**src/rtl/core/mtrr_pkg.sv**
```systemverilog
// ----------------------------------------------------------------------------
// mtrr_pkg: shared types and constants of the memory-type range table
// Command and status codes, payload structs and table sizing.
// ----------------------------------------------------------------------------
package mtrr_pkg;

   localparam int MaxRangesDefault = 8;

   localparam logic [63:0] OneMb     = 64'h0000_0000_0010_0000;
   localparam logic [63:0] FourKb    = 64'h0000_0000_0000_1000;
   localparam logic [63:0] ValidBit  = 64'h0000_0000_0000_0800;
   localparam logic [63:0] LowBits   = 64'h0000_0000_0000_0FFF;
   localparam logic [63:0] TypeBits  = 64'h0000_0000_0000_00FF;

   typedef enum logic [1:0] {
      CMD_ADD    = 2'd0,
      CMD_REMOVE = 2'd1,
      CMD_PRESET = 2'd2,
      CMD_BAD    = 2'd3
   } cmd_type;

   typedef enum logic [2:0] {
      ST_OK       = 3'd0,
      ST_NOT_SUPP = 3'd1,
      ST_INVALID  = 3'd2,
      ST_NO_SPACE = 3'd3,
      ST_NOT_FND  = 3'd4
   } status_type;

   localparam logic [7:0] T_UC = 8'd0;
   localparam logic [7:0] T_WC = 8'd1;
   localparam logic [7:0] T_WT = 8'd4;
   localparam logic [7:0] T_WP = 8'd5;
   localparam logic [7:0] T_WB = 8'd6;

   localparam logic [1:0] CSR_ENABLED = 2'd0;
   localparam logic [1:0] CSR_WC      = 2'd1;
   localparam logic [1:0] CSR_RANGES  = 2'd2;
   localparam logic [1:0] CSR_PHYS    = 2'd3;

   typedef struct packed {
      logic [1:0]  command;
      logic [51:0] address;
      logic [52:0] length;
      logic [7:0]  mem_type;
      logic [2:0]  slot;
      logic [63:0] preset_base;
      logic [63:0] preset_mask;
   } req_type;

   typedef struct packed {
      logic [2:0]  status;
      logic        hw_update;
      logic [2:0]  touched_slot;
      logic [63:0] entry_base;
      logic [63:0] entry_mask;
   } rsp_type;

   typedef enum logic [2:0] {
      S_IDLE,
      S_READ,
      S_CHECK,
      S_DONE,
      S_CLEAR
   } fsm_type;

endpackage

```
**src/rtl/core/memory_type_range_table.sv**
```systemverilog
// ----------------------------------------------------------------------------
// memory_type_range_table: reference-counted memory-type range allocator
// Sequence: preset and rejected words go from accept through S_CHECK and S_DONE
// to response valid; add/remove pass S_CHECK, then S_READ and S_DONE per entry.
// Throughput: one word at a time; a new request is taken the cycle after the
// response is taken. The scan reads each table entry in S_READ, checks it in S_DONE.
// Reset: synchronous; after reset a clearing pass zeroes each entry of the
// entry memory, during which no request word is taken.
// ----------------------------------------------------------------------------
module memory_type_range_table #(
   parameter int MAX_RANGES = mtrr_pkg::MaxRangesDefault
) (
   input  logic             clock,
   input  logic             reset,
   input  logic             req_valid,
   output logic             req_ready,
   input  mtrr_pkg::req_type req_data,
   output logic             rsp_valid,
   input  logic             rsp_ready,
   output mtrr_pkg::rsp_type rsp_data,
   input  logic             csr_we,
   input  logic [1:0]       csr_index,
   input  logic [5:0]       csr_wdata
);
   import mtrr_pkg::*;

   localparam int IW = (MAX_RANGES > 1) ? $clog2(MAX_RANGES) : 1;
   // room for the end-of-scan marker MAX_RANGES + 1
   localparam int CW = $clog2(MAX_RANGES + 2);

   // entry memory: base, mask, count
   logic [143:0] mem [MAX_RANGES];
   logic [143:0] rd_ff;
   logic         we;
   logic [IW-1:0] waddr, raddr;
   logic [143:0] wdata;

   always_ff @(posedge clock) begin
      if (we) mem[waddr] <= wdata;
      rd_ff <= mem[raddr];
   end

   // configuration
   logic       en_ff, wc_ff;
   logic [3:0] rng_ff;
   logic [5:0] pab_ff;
   always_ff @(posedge clock) begin
      if (reset) begin
         en_ff <= 1'b0; wc_ff <= 1'b0; rng_ff <= 4'd0; pab_ff <= 6'd36;
      end else if (csr_we) begin
         unique case (csr_index)
            CSR_ENABLED: en_ff  <= csr_wdata[0];
            CSR_WC:      wc_ff  <= csr_wdata[0];
            CSR_RANGES:  rng_ff <= csr_wdata[3:0];
            CSR_PHYS:    pab_ff <= csr_wdata;
            default: ;
         endcase
      end
   end

   logic [CW-1:0] live;
   assign live = (32'(rng_ff) < MAX_RANGES) ? CW'(rng_ff) : CW'(MAX_RANGES);

   logic [5:0] pb;
   assign pb = (pab_ff < 6'd36) ? 6'd36 : ((pab_ff > 6'd52) ? 6'd52 : pab_ff);
   logic [63:0] pmask, bmask;
   assign pmask = (64'd1 << pb) - 64'd1;
   assign bmask = pmask & ~LowBits;

   // state
   fsm_type st_ff, st_in;
   req_type q_ff;
   rsp_type r_ff, r_in;
   logic [CW-1:0] i_ff, i_in;
   logic          fnd_ff, fnd_in;
   logic [IW-1:0] fi_ff, fi_in;
   logic          rv_ff, rv_in;

   logic [63:0] a, l;
   assign a = {12'd0, q_ff.address};
   assign l = {11'd0, q_ff.length};

   // current entry decode and compare
   logic [63:0] eb, em, va, vl;
   logic [15:0] ec;
   logic [7:0]  vt;
   logic        ovl, ident, allow;
   assign eb = rd_ff[143:80];
   assign em = rd_ff[79:16];
   assign ec = rd_ff[15:0];
   assign va = eb & bmask;
   assign vt = eb[7:0];
   assign vl = (~(em & bmask) & pmask) + 64'd1;
   assign ovl = (va >= a && va < a + l) || (a >= va && a < va + vl);
   assign ident = va == a && vl == l && vt == q_ff.mem_type;
   assign allow = (vt == T_UC && q_ff.mem_type == T_UC) ||
                  (vt == T_UC && q_ff.mem_type == T_WB) ||
                  (vt == T_WB && q_ff.mem_type == T_UC);

   logic [63:0] enc_b, enc_m;
   assign enc_b = (a & bmask) | {56'd0, q_ff.mem_type};
   assign enc_m = ~(l - 64'd1) & bmask;

   // add argument checks
   logic type_ok, pow2, al_ok;
   assign type_ok = q_ff.mem_type == T_UC || q_ff.mem_type == T_WC ||
                    q_ff.mem_type == T_WT || q_ff.mem_type == T_WP ||
                    q_ff.mem_type == T_WB;
   assign pow2 = (l & (l - 64'd1)) == 64'd0;
   assign al_ok = (a == 64'd0) || (l <= (a & (~a + 64'd1)));

   function automatic rsp_type fail(status_type s);
      rsp_type r;
      r = '0;
      r.status = s;
      return r;
   endfunction

   function automatic rsp_type good(logic hw, logic [IW-1:0] s,
                                    logic [63:0] b, logic [63:0] m);
      rsp_type r;
      r.status = ST_OK;
      r.hw_update = hw;
      r.touched_slot = 3'(s);
      r.entry_base = b;
      r.entry_mask = m;
      return r;
   endfunction

   // control
   always_comb begin
      st_in = st_ff; r_in = r_ff; i_in = i_ff; fnd_in = fnd_ff; fi_in = fi_ff;
      rv_in = rv_ff; we = 1'b0; waddr = fi_ff; wdata = '0;
      raddr = i_ff[IW-1:0];
      req_ready = (st_ff == S_IDLE) && !rv_ff;
      if (rv_ff && rsp_ready) rv_in = 1'b0;
      unique case (st_ff)
         S_CLEAR: begin
            we = 1'b1; waddr = i_ff[IW-1:0];
            i_in = i_ff + CW'(1);
            if (i_ff == CW'(MAX_RANGES - 1)) begin
               st_in = S_IDLE; i_in = '0;
            end
         end
         S_IDLE: begin
            if (req_valid && req_ready) begin
               st_in = S_CHECK; i_in = '0; fnd_in = 1'b0; fi_in = '0;
               r_in = '0;
            end
         end
         S_CHECK: begin
            // setup decision before scan
            st_in = S_READ;
            if (!en_ff) begin
               r_in = fail(ST_NOT_SUPP); st_in = S_DONE;
            end else if (q_ff.command == CMD_PRESET) begin
               if (32'(q_ff.slot) >= 32'(live)) begin
                  r_in = fail(ST_INVALID);
               end else begin
                  we = 1'b1; waddr = IW'(q_ff.slot);
                  wdata = {q_ff.preset_base, q_ff.preset_mask,
                           15'd0, (q_ff.preset_mask & ValidBit) != 64'd0};
                  r_in = good(1'b0, IW'(q_ff.slot), q_ff.preset_base,
                              q_ff.preset_mask);
               end
               st_in = S_DONE;
            end else if (q_ff.command == CMD_ADD) begin
               if (!type_ok) begin
                  r_in = fail(ST_INVALID); st_in = S_DONE;
               end else if (q_ff.mem_type == T_WC && !wc_ff) begin
                  r_in = fail(ST_NOT_SUPP); st_in = S_DONE;
               end else if (a < OneMb || live == '0) begin
                  r_in = fail(ST_NOT_SUPP); st_in = S_DONE;
               end else if (l < FourKb || !pow2 || !al_ok) begin
                  r_in = fail(ST_INVALID); st_in = S_DONE;
               end
            end else if (q_ff.command == CMD_REMOVE) begin
               if (live == '0) begin
                  r_in = fail(ST_NOT_FND); st_in = S_DONE;
               end
            end else begin
               r_in = fail(ST_INVALID); st_in = S_DONE;
            end
         end
         S_READ: begin
            // memory address i presented; entry data valid in S_DONE
            st_in = S_DONE;
         end
         S_DONE: begin
            if (q_ff.command == CMD_PRESET || !en_ff || r_ff.status != ST_OK
                || q_ff.command == CMD_BAD || i_ff == CW'(MAX_RANGES + 1)) begin
               // result ready
               rv_in = 1'b1; st_in = S_IDLE;
            end else begin
               // evaluate entry i
               st_in = S_READ;
               i_in = i_ff + CW'(1);
               if (q_ff.command == CMD_ADD) begin
                  if (ec == 16'd0) begin
                     fnd_in = 1'b1; fi_in = i_ff[IW-1:0];
                  end else if (ovl && ident) begin
                     we = 1'b1; waddr = i_ff[IW-1:0];
                     wdata = {eb, em, (ec == 16'hFFFF) ? ec : ec + 16'd1};
                     r_in = good(1'b0, i_ff[IW-1:0], eb, em);
                     i_in = CW'(MAX_RANGES + 1);
                  end else if (ovl && !allow) begin
                     r_in = fail(ST_NO_SPACE); i_in = CW'(MAX_RANGES + 1);
                  end
                  if (i_in != CW'(MAX_RANGES + 1) && i_ff + CW'(1) >= live) begin
                     i_in = CW'(MAX_RANGES + 1);
                     if (ec == 16'd0 || fnd_ff) begin
                        we = 1'b1;
                        waddr = (ec == 16'd0) ? i_ff[IW-1:0] : fi_ff;
                        wdata = {enc_b, enc_m | ValidBit, 16'd1};
                        r_in = good(1'b1, waddr, enc_b, enc_m | ValidBit);
                     end else begin
                        r_in = fail(ST_NO_SPACE);
                     end
                  end
               end else begin
                  if (ec != 16'd0 && ovl && ident) begin
                     we = 1'b1; waddr = i_ff[IW-1:0];
                     i_in = CW'(MAX_RANGES + 1);
                     if (ec == 16'd1) begin
                        wdata = {enc_b, enc_m, 16'd0};
                        r_in = good(1'b1, i_ff[IW-1:0], enc_b, enc_m);
                     end else begin
                        wdata = {eb, em, ec - 16'd1};
                        r_in = good(1'b0, i_ff[IW-1:0], eb, em);
                     end
                  end else if (i_ff + CW'(1) >= live) begin
                     r_in = fail(ST_NOT_FND); i_in = CW'(MAX_RANGES + 1);
                  end
               end
            end
         end
         default: st_in = S_IDLE;
      endcase
   end

   always_ff @(posedge clock) begin
      if (reset) begin
         st_ff <= S_CLEAR; i_ff <= '0; rv_ff <= 1'b0; fnd_ff <= 1'b0; fi_ff <= '0;
      end else begin
         st_ff <= st_in; i_ff <= i_in; rv_ff <= rv_in; fnd_ff <= fnd_in;
         fi_ff <= fi_in;
      end
   end

   always_ff @(posedge clock) begin
      r_ff <= r_in;
      if (req_valid && req_ready) q_ff <= req_data;
   end

   assign rsp_valid = rv_ff;
   assign rsp_data  = r_ff;

   // checks
   a_no_take_busy: assert property (@(posedge clock) disable iff (reset)
      rv_ff |-> !req_ready) else $error("request taken with result pending");
   a_fail_clean: assert property (@(posedge clock) disable iff (reset)
      (rv_ff && r_ff.status != ST_OK) |-> (!r_ff.hw_update && r_ff.entry_base == 64'd0))
      else $error("failure result carries data");
   a_hold: assert property (@(posedge clock) disable iff (reset)
      (rv_ff && !rsp_ready) |=> (rv_ff && $stable(r_ff)))
      else $error("result changed while stalled");

endmodule
```
**config.mk**
```make
export PLATFORM = sky130hd
export DESIGN_NAME = memory_type_range_table
export DESIGN_NICKNAME = d
export VERILOG_FILES = /design/src/rtl/core/mtrr_pkg.sv /design/src/rtl/core/memory_type_range_table.sv
export SDC_FILE = /design/constraint.sdc
export NUM_CORES = 2
export LEC_CHECK = 0
export ABC_AREA = 1
export BUFFER_PORTS_ARGS = -buffer_cell sky130_fd_sc_hd__buf_4
export CAP_MARGIN = 40
export CORE_MARGIN = 1.5
export CORE_UTILIZATION = 35
export CTS_CLUSTER_DIAMETER = 30
export DETAILED_ROUTE_END_ITERATION = 8
export GPL_ROUTABILITY_DRIVEN = 0
export GPL_TIMING_DRIVEN = 0
export PLACE_DENSITY_LB_ADDON = 0.2
export REMOVE_ABC_BUFFERS = 1
export SLEW_MARGIN = 20
export SYNTH_ARGS = -nofsm -noshare
export SYNTH_HDL_FRONTEND = slang
export SYNTH_SLANG_ARGS = --single-unit
```
**constraint.sdc**
```tcl
create_clock -name clock -period 47.2 [get_ports clock]
set_clock_uncertainty 0.1 [all_clocks]
set_input_delay 9.44 -clock clock [delete_from_list [all_inputs] [get_ports clock]]
set_output_delay 9.44 -clock clock [all_outputs]
set_load 0.05 [all_outputs]
```
======== Word-level counts from Yosys, hierarchy flattened ========
Memory sizes are Yosys's and may differ from the RTL's. A register that Yosys moved wholly into a read port is not among the register bits.
Cells that the tools add are included.
word-level totals
  flip-flop bits (word level) ............. 405
  memory bits (writable) .................. 1152
  input bits .............................. 259
  output and inout bits ................... 137
  logic and storage cells ................. 251
  memories kept ........................... 1
cells by class
  add/subtract/negate cells ............... 9
  order comparisons ....................... 12
  equality and inequality tests ........... 33
  shift-type cells ........................ 1
  mux-type cells .......................... 102
  bitwise logic cells ..................... 11
  reduce and logical (&&, ||, !) cells .... 61
memory list
  memory  words  bits a word  read ports  clocked after memory_dff  write ports  RTL line                       text
  mem     8      144          1           1                         1            memory_type_range_table.sv:32  logic [143:0] mem [MAX_RANGES];
operators with widths
  kind                                                                  number
  135-bit 2-to-1 mux                                                    18
  144-bit 2-to-1 mux                                                    11
  135-bit one-hot mux with 3 select lines                               1
  144-bit one-hot mux with 2 select lines                               1
  134-bit 2-to-1 mux                                                    2
  64-bit AND                                                            4
  132-bit 2-to-1 mux                                                    1
  64-bit by 1-bit adder with 64-bit output, second input constant       2
  52-bit by 64-bit AND with 64-bit output                               2
  64-bit logical NOT                                                    2
  64-bit NOT                                                            2
  64-bit adder                                                          1
  53-bit by 64-bit AND with 64-bit output                               1
  64-bit by 52-bit equality test with 1-bit output                      1
  64-bit by 53-bit equality test with 1-bit output                      1
  52-bit by 64-bit greater-or-equal comparator with 1-bit output        1
  64-bit by 52-bit greater-or-equal comparator with 1-bit output        1
  53-bit by 64-bit less-or-equal comparator with 1-bit output           1
  52-bit by 64-bit < comparator with 1-bit output                       1
  64-bit by 54-bit < comparator with 1-bit output                       1
  52-bit NOT with 64-bit output                                         1
  64-bit by 8-bit OR with 64-bit output                                 1
  1-bit by 6-bit left shift with 64-bit output, first input constant    1
  64-bit by 1-bit subtractor with 64-bit output, second input constant  1
  other kinds (58)                                                      170

======== Logic depth before layout (Yosys ltp) ========
  depth after elaboration ................. 28
  mapped depth ............................ 49
  gate-level depth less buffers ........... 48

======== Worst setup path after synthesis ========
Ideal clock, no wire load.
  kind .................................... input -> register
  start ................................... in req_valid
  end ..................................... reg r_ff (netlist bit rsp_data[0]), enable pin
  setup time .............................. 0.710 ns
  data arrival time ....................... 34.965 ns
  data required time ...................... 46.390 ns
  path slack .............................. 11.425 ns
  stages on the path ...................... 5
  buffers on the path ..................... 0
  cells stage by stage .................... nor3b_1 -> nor2_1 -> nor2_1 -> o2111ai_1 -> a31oi_1
on the way
  cells in the longest elaborated chain, start to end .. 3
ends and longest elaborated chain
  item                                                               RTL line                        text
  start: declaration                                                 memory_type_range_table.sv:15   input logic req_valid,
  1-bit logical AND                                                  memory_type_range_table.sv:146  if (req_valid && req_ready) begin
  2-bit by 1-bit inequality test with 1-bit output (no source line)  n/a
  8-bit AND reduction (no source line)                               n/a
  end signal: assignment                                             memory_type_range_table.sv:251  r_ff <= r_in;
  end: declaration                                                   memory_type_range_table.sv:73   rsp_type r_ff, r_in;
No other way between the ends.
A chain may end at the register's enable or synchronous reset.

======== Worst setup path after layout ========
  start ................................... reg st_ff[0]
  end ..................................... out req_ready
on the way
  cells in the longest elaborated chain, start to end .. 2
ends and longest elaborated chain
  item                      RTL line                        text
  start: declaration        memory_type_range_table.sv:71   fsm_type st_ff, st_in;
  start signal: assignment  memory_type_range_table.sv:245  st_ff <= st_in; i_ff <= i_in; rv_ff <= rv_in; fnd_ff <= fnd_in;
  3-bit logical NOT         memory_type_range_table.sv:135  req_ready = (st_ff == S_IDLE) && !rv_ff;
  1-bit logical AND         memory_type_range_table.sv:135
  end: declaration          memory_type_range_table.sv:16   output logic req_ready,
No other way between the ends.

==> metrics.txt <==
die extent in x=493 µm; hold wc startpoint=rng_ff[1]; Max Cap Viol=0; vias in the first global route=67735; Worst Setup SP=st_ff[0]; asr flop ratio synth=0%; Peak Freq=0.0814 GHz; drt drc=0; share of layout cells above drive strength 1=14.6%; post-synth top area cell=edfxtp_1; Min Hold Slack=380 ps; Worst R2R Setup Slack=35500 ps; Period minus WS final=12290 ps; Post-Syn Area per Cell=9.82 µm²; Slew @ Worst Pin=921 ps; nets@finish=9834; postcts setup bufs=0; Slew headroom=38.1%; Via Count=69928; worst-case reg-to-reg path depth=40; Reg area=49400 µm²; hpwl dp=219000 µm; Core Rows=179; mapped cell area=84000 µm²; Final Hold Fails=0; P_leak=41.1 nW; Power, Total=0.00518 W; RSZ-0062 raised after global routing=false; PortBufs=395; Clk pin slew, worst setup/hold paths=50 ps; Setup crit end kind=output port; hold buffer count at cts=0; Finish-stage setup viols=0; gr usage total=24.9%; Die Area=243000 µm²; Layout Utilization=45.1%; register area share after synthesis=58.8%; Vias/cell=5.50; Setup crit start kind=flip-flop; Slew Viols, Final=0; Most used DFF post-synth=edfxtp_1; Hold Crit Depth=2; CP arrival=2750 ps; critical path buffer and inverter count=4; synth unique cells=70; area of the core=238000 µm²; multi-input logic area=30900 µm²; Crit Path Max Fanout=11; first-pass GRT wire length=448000 µm; root buf cell=clkbuf_16; # H-tree levels=5; Initial Util=35.2%; reg-to-reg startpoint=rd_ff[31]; Worst Path Class, Setup=reg2out; slowest CP cell=dfxtp_1; dpl ws=34380 ps; Die Ht=493 µm; delay-heaviest family, CP=buffers and inverters; worst skew pair latency=1010 ps; pwr/cell area=48.1 nW/µm²; Required @ worst endpoint=37660 ps; Longest Clk Path Bufs=4; GR Overflow Total=0; CTS Buf Count=398; synth warn=0; crit path cell chain=buf_8 > nor2_1 > inv_1 > nor2_1 > inv_1 > nor2_1 > buf_4; antenna viol nets, final=0; share of Yosys cell area claimed by the top area cell type=54.8%; Mapped Cells=8556; largest net degree at the start of global routing=116; HP Class=reg2reg; PostCTS Resize Cnt=0; TritonCTS clock tree=yes; Post-synth EDFFs=1533; Starting DRT DRC Count=7242; fin crit share=26.0%; critical path's largest stage delay=630 ps; fillers=22340; CTS sink cnt=1701; initial antenna violation count=24; total negative slack=0 ps; worst ir drop on vdd=35.8 µV; Detailed Route WL=311000 µm; Worst Slack Setup Final=34910 ps; Routed WL per cell=24.5 µm; leading post-synthesis cells by cell area=edfxtp_1 55%, nor2_1 6.9%, o21ai_0 5.5%; first drt pass iteration count=6; status=completed; cell count along the critical path=7; post-synthesis to final-layout area growth=28.0%; # IOs=396; #FFs+latches synth=1701; most frequent cell on the critical path=nor2_1
power by group:
part | internal [W] | leakage, nW | switching [W] | total (W)
Clock | 0.00187 | 6.41 | 0.000861 | 0.00273
Combinational | 0.000215 | 18.8 | 0.000409 | 0.000624
Sequential | 0.00175 | 15.8 | 0.0000714 | 0.00182
placed cells by master (no fill, tap or decap), drive strengths merged, types with 28 or more instances in the layout:
cell type	synthesis	routed
nand2	1123	1123
nor2	1548	1548
nand3	314	314
a21oi	442	442
buf	66	629
clkinvlp	0	43
dfxtp	168	168
xnor2	52	52
nor4	65	65
o221ai	37	37
o21ai	1033	1033
edfxtp	1533	1533
clkbuf	320	486
o22ai	187	187
a31oi	194	194
ha	344	344
nor3	106	106
nand4	108	108
inv	649	667
xor2	67	67
conb	2	28
clkinv	7	125
bufinv	0	54
layout make-up:
class / instances / share of cell area, %
Sequential cell: 1701 / 45.9
Tap cell: 3167 / 3.69
Multi-Input combinational cell: 5839 / 28.7
Clock inverter: 233 / 2.65
Timing Repair Buffer: 633 / 6.88
Clock buffer: 486 / 9.79
Antenna cell: 7 / 0.0163
Inverter: 656 / 2.33
cells in the mapped netlist, types with 37 or more instances:
| master | n |
|---|---|
| o221ai_1 | 37 |
| inv_1 | 634 |
| ha_1 | 344 |
| nand3_1 | 306 |
| nand2_1 | 1107 |
| nor3_1 | 104 |
| nor4_1 | 65 |
| edfxtp_1 | 1533 |
| a21oi_1 | 395 |
| clkbuf_1 | 320 |
| nand4_1 | 106 |
| a21oi_2 | 47 |
| dfxtp_1 | 168 |
| o22ai_1 | 186 |
| nor2_1 | 1534 |
| xor2_1 | 67 |
| o21ai_0 | 919 |
| a31oi_1 | 194 |
| o21ai_1 | 113 |
| xnor2_1 | 52 |
stage by stage:
step | instance area, µm² | std cells
after floorplan | 82500 | 8196
after global placement | 89500 | 11758
after detailed placement | 94100 | 11986
after CTS | 107000 | 12705
after global routing | 108000 | 12719
final | 108000 | 12722
kinds of logic after synthesis:
group	synth area share, %
simple gates	16.4
other cells	0.00894
fa+ha+maj	5.17
compound gates	13.5
xor+xnor	1.27
flops	58.8
buf+inv	4.78
routing by layer:
metal | wire length (µm) | up-vias | GRT usage (%)
met1 | 130000 | 34339 | 33.0
met5 | 31 | - | 0
met2 | 140000 | 3093 | 39.0
met4 | 16500 | 4 | 12.6
met3 | 24700 | 686 | 4.76
li1 | - | 31806 | -
worst register-to-register path: cells and delay by family, from the launching register on:
kind	cells	cell delay, ps
buffers and inverters	9	1920
adder cells (fa/ha/maj)	2	660
AND/OR/NAND/NOR	18	4370
XOR/XNOR	1	200
flip-flops	1	390
AO/OA/AOI/OAI	10	3720
sequential cells by signal, summed over array words and instances (netlist names):
name,flops
a,52
fnd_ff,1
fi_ff,3
mem,1152
en_ff,1
pab_ff,6
rsp_data,135
st_ff,3
rsp_valid,1
i_ff,4
wc_ff,1
l,53
rd_ff,144
rng_ff,4
q_ff,141
path summary, 6_finish.rpt:
check	endpoint
setup reg to reg	mem[0][94]
setup / recovery	req_ready
hold reg to reg	rng_ff[1]
hold / removal	rng_ff[1]
(Power assumes the default switching activity.)
